**src/rtl/srlf_pkg.sv**
```systemverilog
`default_nettype none
package srlf_pkg;

  localparam int ROW_PIXELS_DEF = 640;

  localparam int IN_DATA_W  = 40;
  localparam int OUT_DATA_W = 80;
  localparam int CFG_IDX_W  = 3;
  localparam int CFG_DATA_W = 10;

  // register indexes
  localparam logic [CFG_IDX_W-1:0] REG_BLACK_LEVEL     = 3'd0;
  localparam logic [CFG_IDX_W-1:0] REG_COLOR_TOLERANCE = 3'd1;
  localparam logic [CFG_IDX_W-1:0] REG_MIN_RUN         = 3'd2;
  localparam logic [CFG_IDX_W-1:0] REG_IMAGE_CENTER    = 3'd3;
  localparam logic [CFG_IDX_W-1:0] REG_MAX_DRIFT       = 3'd4;
  localparam logic [CFG_IDX_W-1:0] REG_NARROW_LIMIT    = 3'd5;

  localparam logic [7:0] BLACK_LEVEL_RST     = 8'd100;
  localparam logic [7:0] COLOR_TOLERANCE_RST = 8'd25;
  localparam logic [9:0] MIN_RUN_RST         = 10'd10;
  localparam logic [9:0] IMAGE_CENTER_RST    = 10'd320;
  localparam logic [9:0] MAX_DRIFT_RST       = 10'd150;
  localparam logic [9:0] NARROW_LIMIT_RST    = 10'd25;

  localparam int STEP = 3;

  typedef enum logic [2:0] {
    RD_I,
    RD_I3,
    RD_OLD,
    RD_RIGHT,
    RD_LEFT
  } srlf_rd_sel_t;

  typedef enum logic [3:0] {
    ST_IDLE,
    ST_A_RD,
    ST_A_RD_WT,
    ST_A_NEXT,
    ST_A_RUN_CHK,
    ST_A_RUN_WT,
    ST_A_EVAL,
    ST_T_OLD,
    ST_T_OLD_WT,
    ST_T_R_CHK,
    ST_T_R_WT,
    ST_T_L_CHK,
    ST_T_L_WT,
    ST_T_EVAL,
    ST_FIN,
    ST_OUTW
  } srlf_state_t;

  typedef struct packed {
    logic         accept;
    logic         search_init;
    logic         rd_start;
    srlf_rd_sel_t rd_sel;
    logic         start_set;
    logic         i_inc1;
    logic         i_inc3;
    logic         a_eval;
    logic         track_init;
    logic         right_inc;
    logic         left_dec;
    logic         t_eval;
    logic         fin;
    logic         out_load;
  } srlf_cmd_t;

  typedef struct packed {
    logic tracking;
    logic rd_done;
    logic rd_bit;
    logic rd_many;
    logic i_last;
    logic i_room;
    logic r_room;
    logic l_room;
  } srlf_sts_t;

endpackage
`default_nettype wire

```
**src/rtl/srlf_dp.sv**
```systemverilog
`default_nettype none
module srlf_dp #(
  parameter int ROW_PIXELS = srlf_pkg::ROW_PIXELS_DEF
) (
  input  wire logic                              clk,
  input  wire logic                              rst,
  input  wire logic                              cfg_valid,
  input  wire logic [srlf_pkg::CFG_IDX_W-1:0]    cfg_index,
  input  wire logic [srlf_pkg::CFG_DATA_W-1:0]   cfg_data,
  input  wire logic [srlf_pkg::IN_DATA_W-1:0]    s_tdata,
  input  wire logic                              s_tuser,
  output logic      [srlf_pkg::OUT_DATA_W-1:0]   m_tdata,
  input  wire srlf_pkg::srlf_cmd_t               cmd,
  output srlf_pkg::srlf_sts_t                    sts
);

  localparam int IW = $clog2(ROW_PIXELS);
  localparam int CW = $clog2(ROW_PIXELS + 1);
  localparam int PW = IW + 2;
  localparam int WW = (PW > 12) ? PW : 12;
  localparam logic signed [PW-1:0] MINUS1 = '1;
  localparam logic signed [WW-1:0] P_W = WW'(ROW_PIXELS);
  localparam logic signed [WW-1:0] STEP_W = WW'(srlf_pkg::STEP);

  function automatic logic [8:0] mag9(input logic signed [8:0] v);
    mag9 = (v < 0) ? 9'(-v) : 9'(v);
  endfunction

  function automatic logic signed [WW-1:0] magw(input logic signed [WW-1:0] v);
    magw = (v < 0) ? -v : v;
  endfunction

  // configuration
  logic [7:0] black_level, color_tolerance;
  logic [9:0] min_run, image_center, max_drift, narrow_limit;

  always_ff @(posedge clk) begin
    if (rst) begin
      black_level     <= srlf_pkg::BLACK_LEVEL_RST;
      color_tolerance <= srlf_pkg::COLOR_TOLERANCE_RST;
      min_run         <= srlf_pkg::MIN_RUN_RST;
      image_center    <= srlf_pkg::IMAGE_CENTER_RST;
      max_drift       <= srlf_pkg::MAX_DRIFT_RST;
      narrow_limit    <= srlf_pkg::NARROW_LIMIT_RST;
    end else if (cfg_valid) begin
      unique case (cfg_index)
        srlf_pkg::REG_BLACK_LEVEL:     black_level <= cfg_data[7:0];
        srlf_pkg::REG_COLOR_TOLERANCE: color_tolerance <= cfg_data[7:0];
        srlf_pkg::REG_MIN_RUN:         min_run <= cfg_data;
        srlf_pkg::REG_IMAGE_CENTER:    image_center <= cfg_data;
        srlf_pkg::REG_MAX_DRIFT:       max_drift <= cfg_data;
        srlf_pkg::REG_NARROW_LIMIT:    narrow_limit <= cfg_data;
        default: ;
      endcase
    end
  end

  // pixel classification
  logic [7:0] blue, green, red;
  logic [9:0] row_index;
  logic signed [8:0] d_bg, d_br, d_rg;
  logic [8:0] tol9;
  logic black;

  assign blue      = s_tdata[7:0];
  assign green     = s_tdata[15:8];
  assign red       = s_tdata[23:16];
  assign row_index = s_tdata[33:24];
  assign d_bg = $signed({1'b0, blue}) - $signed({1'b0, green});
  assign d_br = $signed({1'b0, blue}) - $signed({1'b0, red});
  assign d_rg = $signed({1'b0, red}) - $signed({1'b0, green});
  assign tol9 = {1'b0, color_tolerance};
  assign black = (blue <= black_level) && (mag9(d_bg) < tol9) && (mag9(d_br) < tol9) &&
                 (mag9(d_rg) < tol9);

  logic [CW-1:0] pix_cnt, cnt_eff;
  logic          map_we;

  assign cnt_eff = s_tuser ? '0 : pix_cnt;
  assign map_we  = cmd.accept && (cnt_eff < CW'(ROW_PIXELS));

  always_ff @(posedge clk) begin
    if (rst) begin
      pix_cnt <= '0;
    end else if (cmd.accept) begin
      if (cmd.search_init) pix_cnt <= '0;
      else if (map_we)     pix_cnt <= cnt_eff + 1'b1;
      else                 pix_cnt <= cnt_eff;
    end
  end

  // map read unit: one entry per cycle, a request of one or three entries
  logic                 black_map [ROW_PIXELS];
  logic signed [PW-1:0] rd_base, rd_pos, rd_off;
  logic                 rd_back, rd_busy, rd_q, rd_ok_q, rd_issue, rd_inrange, rd_bitv;
  logic [1:0]           rd_n, rd_step, rd_acc, rd_sum;
  logic [IW-1:0]        rd_idx;

  logic signed [PW-1:0] i_pos, start_pos, right_pos, left_pos;
  logic signed [PW-1:0] center, width, tracked, first_c;

  assign rd_off     = $signed(PW'(rd_step));
  assign rd_pos     = rd_back ? rd_base - rd_off : rd_base + rd_off;
  assign rd_inrange = (rd_pos >= 0) && (WW'(rd_pos) < P_W);
  assign rd_idx     = rd_pos[IW-1:0];
  assign rd_issue   = rd_busy && (rd_step != rd_n);
  assign rd_bitv    = rd_q & rd_ok_q;
  assign rd_sum     = rd_acc + 2'(rd_bitv);

  always_ff @(posedge clk) begin
    if (map_we) black_map[cnt_eff[IW-1:0]] <= black;
    rd_q <= black_map[rd_idx];
  end

  always_ff @(posedge clk) begin
    if (rst) begin
      rd_busy <= 1'b0;
      rd_ok_q <= 1'b0;
    end else begin
      rd_ok_q <= rd_issue && rd_inrange;
      if (cmd.rd_start) begin
        rd_busy <= 1'b1;
        rd_step <= '0;
        rd_acc  <= '0;
        unique case (cmd.rd_sel)
          srlf_pkg::RD_I: begin
            rd_base <= i_pos; rd_back <= 1'b0; rd_n <= 2'd1;
          end
          srlf_pkg::RD_I3: begin
            rd_base <= PW'(WW'(i_pos) + STEP_W); rd_back <= 1'b0; rd_n <= 2'd3;
          end
          srlf_pkg::RD_OLD: begin
            rd_base <= tracked; rd_back <= 1'b0; rd_n <= 2'd1;
          end
          srlf_pkg::RD_RIGHT: begin
            rd_base <= right_pos; rd_back <= 1'b0; rd_n <= 2'd3;
          end
          srlf_pkg::RD_LEFT: begin
            rd_base <= left_pos; rd_back <= 1'b1; rd_n <= 2'd3;
          end
          default: begin
            rd_base <= i_pos; rd_back <= 1'b0; rd_n <= 2'd1;
          end
        endcase
      end else if (rd_busy) begin
        if (rd_step != 2'd0) rd_acc <= rd_sum;
        if (rd_step == rd_n) rd_busy <= 1'b0;
        else                 rd_step <= rd_step + 2'd1;
      end
    end
  end

  // search arithmetic
  logic signed [WW-1:0] iw, sw, rw, lw, cw, fw, fe, ic, span, ca, wt, ww_;
  logic                 drift;

  assign iw   = WW'(i_pos);
  assign sw   = WW'(start_pos);
  assign rw   = WW'(right_pos);
  assign lw   = WW'(left_pos);
  assign cw   = WW'(center);
  assign fw   = WW'(first_c);
  assign fe   = (first_c == MINUS1) ? cw : fw;
  assign ic   = $signed(WW'(image_center));
  assign span = iw - sw;
  assign ca   = (iw + sw) >>> 1;
  assign wt   = rw - lw;
  assign ww_  = WW'(width);
  assign drift = magw(cw - fe) > $signed(WW'(max_drift));

  logic [9:0]         max_w, min_w;
  logic signed [10:0] max_row, min_center;
  logic [9:0]         row_q;

  always_ff @(posedge clk) begin
    if (rst) begin
      tracked    <= MINUS1;
      first_c    <= MINUS1;
      max_w      <= '0;
      max_row    <= '1;
      min_w      <= '0;
      min_center <= '1;
    end else begin
      if (cmd.accept && s_tuser) begin
        first_c <= MINUS1;
        max_w   <= '0;
        min_w   <= '0;
      end
      if (cmd.search_init) begin
        center <= MINUS1;
        width  <= MINUS1;
        i_pos  <= '0;
        row_q  <= row_index;
      end
      if (cmd.start_set) start_pos <= i_pos;
      if (cmd.i_inc1) i_pos <= i_pos + 1'b1;
      if (cmd.i_inc3) i_pos <= PW'(iw + STEP_W);
      if (cmd.a_eval && (span >= $signed(WW'(min_run))) &&
          (magw(ic - ca) < magw(ic - cw))) begin
        center <= PW'(ca);
        width  <= PW'(span);
      end
      if (cmd.track_init) begin
        right_pos <= tracked + 1'b1;
        left_pos  <= tracked - 1'b1;
      end
      if (cmd.right_inc) right_pos <= PW'(rw + STEP_W);
      if (cmd.left_dec)  left_pos  <= PW'(lw - STEP_W);
      // a line that fails the narrow test keeps center at -1 and is dropped in fin
      if (cmd.t_eval && (magw(wt - lw) >= $signed(WW'(narrow_limit)))) begin
        center <= PW'((lw + rw) >>> 1);
        width  <= PW'(wt);
      end
      if (cmd.fin) begin
        if (center != MINUS1) begin
          first_c <= PW'(fe);
          if (drift) begin
            center  <= MINUS1;
            width   <= MINUS1;
            tracked <= MINUS1;
          end else begin
            tracked <= center;
            if (($signed(WW'(max_w)) < ww_) || (max_w == '0)) begin
              max_w   <= 10'(width);
              max_row <= $signed({1'b0, row_q});
            end
            if (($signed(WW'(min_w)) > ww_) || (min_w == '0)) begin
              min_w      <= 10'(width);
              min_center <= 11'(center);
            end
          end
        end else begin
          tracked <= MINUS1;
        end
      end
    end
  end

  always_ff @(posedge clk) begin
    if (cmd.out_load) begin
      m_tdata <= {5'b0, min_center, min_w, max_row, max_w, 11'(first_c), 11'(width),
                  11'(center)};
    end
  end

  assign sts.tracking = (tracked != MINUS1);
  assign sts.rd_done  = rd_busy && (rd_step == rd_n);
  assign sts.rd_bit   = (rd_sum != 2'd0);
  assign sts.rd_many  = (rd_sum > 2'd1);
  assign sts.i_last   = (iw == P_W - 1);
  assign sts.i_room   = (iw + STEP_W < P_W);
  assign sts.r_room   = (rw + STEP_W < P_W);
  assign sts.l_room   = (lw >= STEP_W);

endmodule
`default_nettype wire

```
**src/rtl/srlf_ctrl.sv**
```systemverilog
`default_nettype none
module srlf_ctrl (
  input  wire logic                clk,
  input  wire logic                rst,
  input  wire logic                s_tvalid,
  input  wire logic                s_tlast,
  output logic                     s_tready,
  output logic                     m_tvalid,
  input  wire logic                m_tready,
  input  wire srlf_pkg::srlf_sts_t sts,
  output srlf_pkg::srlf_cmd_t      cmd
);

  srlf_pkg::srlf_state_t state, state_next;
  logic out_free;

  assign out_free = !m_tvalid || m_tready;

  always_ff @(posedge clk) begin
    if (rst) begin
      state    <= srlf_pkg::ST_IDLE;
      m_tvalid <= 1'b0;
    end else begin
      state <= state_next;
      if (cmd.out_load)    m_tvalid <= 1'b1;
      else if (m_tready)   m_tvalid <= 1'b0;
    end
  end

  always_comb begin
    state_next = state;
    unique case (state)
      srlf_pkg::ST_IDLE:
        if (s_tvalid && s_tlast)
          state_next = sts.tracking ? srlf_pkg::ST_T_OLD : srlf_pkg::ST_A_RD;
      srlf_pkg::ST_A_RD:    state_next = srlf_pkg::ST_A_RD_WT;
      srlf_pkg::ST_A_RD_WT:
        if (sts.rd_done)
          state_next = sts.rd_bit ? srlf_pkg::ST_A_RUN_CHK : srlf_pkg::ST_A_NEXT;
      srlf_pkg::ST_A_NEXT:
        state_next = sts.i_last ? srlf_pkg::ST_FIN : srlf_pkg::ST_A_RD;
      srlf_pkg::ST_A_RUN_CHK:
        state_next = sts.i_room ? srlf_pkg::ST_A_RUN_WT : srlf_pkg::ST_A_EVAL;
      srlf_pkg::ST_A_RUN_WT:
        if (sts.rd_done)
          state_next = sts.rd_many ? srlf_pkg::ST_A_RUN_CHK : srlf_pkg::ST_A_EVAL;
      srlf_pkg::ST_A_EVAL:  state_next = srlf_pkg::ST_A_NEXT;
      srlf_pkg::ST_T_OLD:   state_next = srlf_pkg::ST_T_OLD_WT;
      srlf_pkg::ST_T_OLD_WT:
        if (sts.rd_done)
          state_next = sts.rd_bit ? srlf_pkg::ST_T_R_CHK : srlf_pkg::ST_FIN;
      srlf_pkg::ST_T_R_CHK:
        state_next = sts.r_room ? srlf_pkg::ST_T_R_WT : srlf_pkg::ST_T_L_CHK;
      srlf_pkg::ST_T_R_WT:
        if (sts.rd_done)
          state_next = sts.rd_many ? srlf_pkg::ST_T_R_CHK : srlf_pkg::ST_T_L_CHK;
      srlf_pkg::ST_T_L_CHK:
        state_next = sts.l_room ? srlf_pkg::ST_T_L_WT : srlf_pkg::ST_T_EVAL;
      srlf_pkg::ST_T_L_WT:
        if (sts.rd_done)
          state_next = sts.rd_many ? srlf_pkg::ST_T_L_CHK : srlf_pkg::ST_T_EVAL;
      srlf_pkg::ST_T_EVAL:  state_next = srlf_pkg::ST_FIN;
      srlf_pkg::ST_FIN:     state_next = srlf_pkg::ST_OUTW;
      srlf_pkg::ST_OUTW:
        if (out_free) state_next = srlf_pkg::ST_IDLE;
      default:              state_next = srlf_pkg::ST_IDLE;
    endcase
  end

  always_comb begin
    cmd      = '0;
    s_tready = 1'b0;
    unique case (state)
      srlf_pkg::ST_IDLE: begin
        s_tready        = 1'b1;
        cmd.accept      = s_tvalid;
        cmd.search_init = s_tvalid && s_tlast;
      end
      srlf_pkg::ST_A_RD: begin
        cmd.rd_start = 1'b1;
        cmd.rd_sel   = srlf_pkg::RD_I;
      end
      srlf_pkg::ST_A_RD_WT:
        cmd.start_set = sts.rd_done && sts.rd_bit;
      srlf_pkg::ST_A_NEXT:
        cmd.i_inc1 = !sts.i_last;
      srlf_pkg::ST_A_RUN_CHK: begin
        cmd.rd_start = sts.i_room;
        cmd.i_inc3   = sts.i_room;
        cmd.rd_sel   = srlf_pkg::RD_I3;
      end
      srlf_pkg::ST_A_EVAL:
        cmd.a_eval = 1'b1;
      srlf_pkg::ST_T_OLD: begin
        cmd.rd_start = 1'b1;
        cmd.rd_sel   = srlf_pkg::RD_OLD;
      end
      srlf_pkg::ST_T_OLD_WT:
        cmd.track_init = sts.rd_done && sts.rd_bit;
      srlf_pkg::ST_T_R_CHK: begin
        cmd.rd_start = sts.r_room;
        cmd.rd_sel   = srlf_pkg::RD_RIGHT;
      end
      srlf_pkg::ST_T_R_WT:
        cmd.right_inc = sts.rd_done && sts.rd_many;
      srlf_pkg::ST_T_L_CHK: begin
        cmd.rd_start = sts.l_room;
        cmd.rd_sel   = srlf_pkg::RD_LEFT;
      end
      srlf_pkg::ST_T_L_WT:
        cmd.left_dec = sts.rd_done && sts.rd_many;
      srlf_pkg::ST_T_EVAL:
        cmd.t_eval = 1'b1;
      srlf_pkg::ST_FIN:
        cmd.fin = 1'b1;
      srlf_pkg::ST_OUTW:
        cmd.out_load = out_free;
      default: ;
    endcase
  end

`ifndef SYNTHESIS
  a_load_when_free: assert property (@(posedge clk) disable iff (rst)
    cmd.out_load |-> (!m_tvalid || m_tready)) else $error("result overwritten");
  a_done_in_wait: assert property (@(posedge clk) disable iff (rst)
    sts.rd_done |-> (state == srlf_pkg::ST_A_RD_WT || state == srlf_pkg::ST_A_RUN_WT ||
                     state == srlf_pkg::ST_T_OLD_WT || state == srlf_pkg::ST_T_R_WT ||
                     state == srlf_pkg::ST_T_L_WT)) else $error("stray read done");
  a_busy_after_last: assert property (@(posedge clk) disable iff (rst)
    (s_tvalid && s_tready && s_tlast) |=> !s_tready) else $error("took request in search");
  a_valid_after_load: assert property (@(posedge clk) disable iff (rst)
    cmd.out_load |=> m_tvalid) else $error("result lost");
`endif

endmodule
`default_nettype wire

```
**src/rtl/scan_row_line_finder_unit.sv**
```systemverilog
`default_nettype none
// Pixels are taken one per cycle; a request without tlast gives no result.
// Row end search reads the black map once per cycle through a registered port:
// acquiring reads one column at a time outside a run and three at a time inside
// one; tracking walks three columns at a time each way from the old center.
// Input is held off during the search; one finished result may wait at the output.
// Synchronous reset restores the registers and statistics; the map has no clearing pass.
module scan_row_line_finder_unit #(
  parameter int ROW_PIXELS = srlf_pkg::ROW_PIXELS_DEF
) (
  input  wire logic                            clk,
  input  wire logic                            rst,
  input  wire logic                            cfg_valid,
  output logic                                 cfg_ready,
  input  wire logic [srlf_pkg::CFG_IDX_W-1:0]  cfg_index,
  input  wire logic [srlf_pkg::CFG_DATA_W-1:0] cfg_data,
  input  wire logic                            s_tvalid,
  output logic                                 s_tready,
  // blue[7:0], green[15:8], red[23:16], row_index[33:24], zero fill above
  input  wire logic [srlf_pkg::IN_DATA_W-1:0]  s_tdata,
  input  wire logic                            s_tlast,
  // frame_start
  input  wire logic                            s_tuser,
  output logic                                 m_tvalid,
  input  wire logic                            m_tready,
  // line_center, line_width, first_center, widest_width, widest_row,
  // narrowest_width, narrowest_center, zero fill above
  output logic      [srlf_pkg::OUT_DATA_W-1:0] m_tdata
);

  srlf_pkg::srlf_cmd_t cmd;
  srlf_pkg::srlf_sts_t sts;

  assign cfg_ready = 1'b1;

  srlf_ctrl u_ctrl (
    .clk      (clk),
    .rst      (rst),
    .s_tvalid (s_tvalid),
    .s_tlast  (s_tlast),
    .s_tready (s_tready),
    .m_tvalid (m_tvalid),
    .m_tready (m_tready),
    .sts      (sts),
    .cmd      (cmd)
  );

  srlf_dp #(
    .ROW_PIXELS (ROW_PIXELS)
  ) u_dp (
    .clk       (clk),
    .rst       (rst),
    .cfg_valid (cfg_valid),
    .cfg_index (cfg_index),
    .cfg_data  (cfg_data),
    .s_tdata   (s_tdata),
    .s_tuser   (s_tuser),
    .m_tdata   (m_tdata),
    .cmd       (cmd),
    .sts       (sts)
  );

endmodule
`default_nettype wire

```
**config.mk**
```make
export PLATFORM = sky130hd
export DESIGN_NAME = scan_row_line_finder_unit
export DESIGN_NICKNAME = d
export VERILOG_FILES = /design/src/rtl/srlf_pkg.sv /design/src/rtl/srlf_dp.sv /design/src/rtl/srlf_ctrl.sv /design/src/rtl/scan_row_line_finder_unit.sv
export SDC_FILE = /design/constraint.sdc
export NUM_CORES = 2
export LEC_CHECK = 0
export BUFFER_PORTS_ARGS = -buffer_cell sky130_fd_sc_hd__buf_2
export CAP_MARGIN = 25
export CELL_PAD_IN_SITES_DETAIL_PLACEMENT = 0
export CELL_PAD_IN_SITES_GLOBAL_PLACEMENT = 1
export CORE_MARGIN = 2
export CORE_UTILIZATION = 52
export CTS_CLUSTER_DIAMETER = 60
export DETAILED_ROUTE_END_ITERATION = 12
export GPL_TIMING_DRIVEN = 0
export PLACE_DENSITY = 0.8
export SETUP_SLACK_MARGIN = 0.02
export SYNTH_ARGS = -nofsm -noshare
export SYNTH_HDL_FRONTEND = slang
export SYNTH_SLANG_ARGS = --single-unit
```
**constraint.sdc**
```tcl
create_clock -name clk -period 43.9 [get_ports clk]
set_clock_uncertainty 0.15 [all_clocks]
set_input_delay 6.585 -clock clk [delete_from_list [all_inputs] [get_ports clk]]
set_output_delay 6.585 -clock clk [all_outputs]
set_load 0.02 [all_outputs]
```
==> summary.md <==
| Metric | Value |
|---|---|
| Routability congestion estimate | `0.9534` |
| Vias per cell | `5.979` |
| Final worst path period share | `0.2706` |
| TritonCTS clock tree | `built` |
| Hold-critical path depth | `0` |
| Largest net degree at the start of global routing | `35` |
| Leakage | `18.13 nW` |
| Final wirelength | `143400 um` |
| Die span in x | `314.2 um` |
| Critical Path Source Type | `primary input` |
| Post-synth top area share | `0.4892` |
| Routed wire length per instance | `23.93 um` |
| First-pass GRT wire length | `215300 um` |
| Synth cell count leaders | `nor2_1, edfxtp_1, nand2_1` |
| Post-CTS setup buffers | `0` |
| Hold Fails Final Rpt | `0` |
| Worst vdd rail ir drop | `0.04631 mV` |
| Unrepaired setup endpoints after global routing | `no` |
| Sequential area share after synthesis | `0.5452` |
| Initial DRC count | `3921` |
| HP Class | `flop to flop` |
| CP endpoint kind | `flop` |
| Fillers | `7776` |
| Actual slew at the worst max-slew pin | `1.140 ns` |
| Ys flop type | `edfxtp_1` |
| #FFs+latches synth | `955` |
| Via count | `35830` |
| CP Class | `primary input to flop` |
| Final Slew Violations | `0` |
| Yosys cell types | `91` |
| Die area | `98710 um2` |
| FFs w/ async S/R, synth | `0` |
| Post-DP HPWL | `105400 um` |
| Setup tns final | `0 ns` |
| CP arrival | `12.29 ns` |
| Most frequent CP cell | `buf_6` |
| Antenna viol nets, final | `0` |
| All-Layer GR Usage | `0.2919` |
| Nets | `4935` |
| Multi-input gate area | `21050 um2` |
| Clk root buf | `clkbuf_16` |
| Reg-to-reg endpoint | `u_dp.center[7]` |
| Vias in the first global route | `34620` |
| Post-Syn Area | `50030 um2` |
| Clk buf depth | `3` |
| H-tree levels | `3` |
| Post-synth EDFFs | `815` |
| Crit-path max cell delay | `0.40 ns` |
| Clock Sinks | `955` |
| Max Clock Freq | `0.08419 GHz` |
| Final min period | `11.88 ns` |
| Area delta synth->final | `13.64%` |
| Starting density of the core | `0.5258` |
| Resize count post-CTS | `0` |
| Maxcap violations | `0` |
| Cell Rows | `113` |
| First-pass detailed-route iteration total | `8` |
| Clk Latency, worst-skew pair | `0.71 ns` |
| Critical Path RT | `44.31 ns` |
| Util after Layout | `0.5975` |
| Slowest stage cell on the critical path | `fa_1` |
| Die height | `314.2 um` |
| Drt drc | `0` |
| Pwr dens | `52.71 nW/um2` |
| Share of cells above drive strength 1 | `0.1345` |
| Setup Viol. Count Final | `0` |
| Largest area contributor in the netlist | `edfxtp_1` |
| Most common cell in the synthesized netlist | `nor2_1` |
| Clock transition at path regs | `0.06 ns` |
| Core Area | `95150 um2` |
| Hold endpoint | `u_dp.m_tdata[47]` |
| Antenna violations before repair | `4` |
| Crit Path Max Fanout | `20` |
| Relative slew slack | `0.2349` |
| Total CTS buffers | `107` |
| Post-synthesis cell count | `4322` |
| Avg Inst Size Synth | `11.58 um2` |
| Hold_buf cts | `0` |
| Yosys warning total | `0` |
| Total area of sequential cells | `27280 um2` |
| Total gr overflow | `0` |
| Hold path startpoint | `u_dp.max_row[4]` |
| Worst r2r src | `u_dp.i_pos[0]` |
| R2R setup slack | `35.62 ns` |
| Outcome | `completed` |
| # IOs | `143` |
| Port Buf Inserts | `130` |
| Area contributors post-synth | `edfxtp_1, mux4_2, nor2_1` |
| R2r worst-path depth | `27` |
==> per-stage QoR <==
stage / instances / worst slack (ns) / hold slack [ns] / power [mW] / cell area [um2]
after global placement: 5722 / -13.38 / 0.2627 / 2.036 / 52280
after global routing: 5992 / 31.60 / 0.2828 / 3.105 / 56850
after detailed placement: 5789 / 30.74 / 0.2664 / 2.089 / 53210
after floorplan: 4327 / 5.099 / 0.2587 / 1.695 / 50050
final: 5993 / 32.02 / 0.2744 / 2.997 / 56850
after CTS: 5988 / 31.52 / 0.2772 / 2.992 / 56810
==> area by class of cell <==
class	instances	area share
Sequential cell	955	0.4798
Multi-Input combinational cell	2918	0.3703
Clock buffer	132	0.05040
Tap cell	1265	0.02784
Timing Repair Buffer	201	0.02757
Buffer	270	0.01899
Clock inverter	67	0.01294
Inverter	184	0.01215
Antenna cell	1	0.00004401
==> how the worst max path moves through the flow <==
stage,start,end,slack (ns),depth (start not counted)
global placement,s_tdata[0],u_dp.black_map[628],-13.38,25
finish,s_tdata[0],u_dp.black_map[27],32.02,33
floorplan,s_tdata[0],u_dp.black_map[0],5.10,24
detailed placement,s_tdata[0],u_dp.black_map[539],30.74,32
CTS,s_tdata[0],u_dp.black_map[26],31.52,32
global route,s_tdata[0],u_dp.black_map[342],31.60,33
==> sequential cells by signal (all words and copies together), names as in the netlist, 11 cells and up <==
register and cells:
u_dp.m_tdata 75, u_dp.black_map 640, u_dp.left_pos 12, u_dp.start_pos 12, u_dp.min_center 11, u_dp.right_pos 12
u_dp.first_c 12, u_dp.width 12, u_dp.max_row 11, u_dp.center 12, u_dp.tracked 12, u_dp.rd_base 12
u_dp.i_pos 12
==> placed cells by master, fill, tap and decap left out, types with 33 or more instances in the layout <==
cell       count
o21ai_0      123
ha_1         226
nor3_1        74
nand2_1      312
nor2_1       872
inv_1        181
clkbuf_1     249
buf_6         34
mux2i_1       61
xnor2_1      111
a21o_1        36
o211ai_1      42
nor2b_1       40
clkbuf_16    110
a21oi_1      197
mux4_2       210
and3_1        33
dfxtp_1      140
buf_2        149
nand2b_1      42
edfxtp_1     815
nand3_1       82
xor2_1        72
==> metal layers <==
| layer | global-route usage | part of all wire | vias to the layer above |
|---|---|---|---|
| met5 | 0 | 0.00025 | - |
| met4 | 0.1252 | 0.048 | 6 |
| met3 | 0.05455 | 0.080 | 354 |
| met2 | 0.4829 | 0.48 | 1572 |
| met1 | 0.3780 | 0.39 | 17530 |
| li1 | - | - | 16370 |
==> worst max-delay path, delay by kind of cell <==
family / cells / cell delay, ns
buffers and inverters: 12 / 2.13
adders and majority gates: 3 / 0.83
AOI/OAI and AO/OA: 11 / 1.85
and+or+nand+nor: 6 / 0.56
muxes: 1 / 0.32
==> cell families after synthesis <==
kind of cell | count (synthesis) | synth area share
DFF | 955 | 0.5452
and+or+nand+nor | 1583 | 0.1361
other | 2 | 0.0001501
buffers and inverters | 454 | 0.03531
xor gates and xnor gates | 185 | 0.03239
muxes | 275 | 0.1077
AOI/OAI and AO/OA | 627 | 0.08125
adders and majority gates | 241 | 0.06195
==> power by group <==
part	internal (mW)	switching [mW]	leakage (nW)
clock	0.523	0.388	1.74
combinational	0.420	0.634	9.10
sequential	1.01	0.0215	7.29
Note: power is estimated with default switching activity, not from simulation.
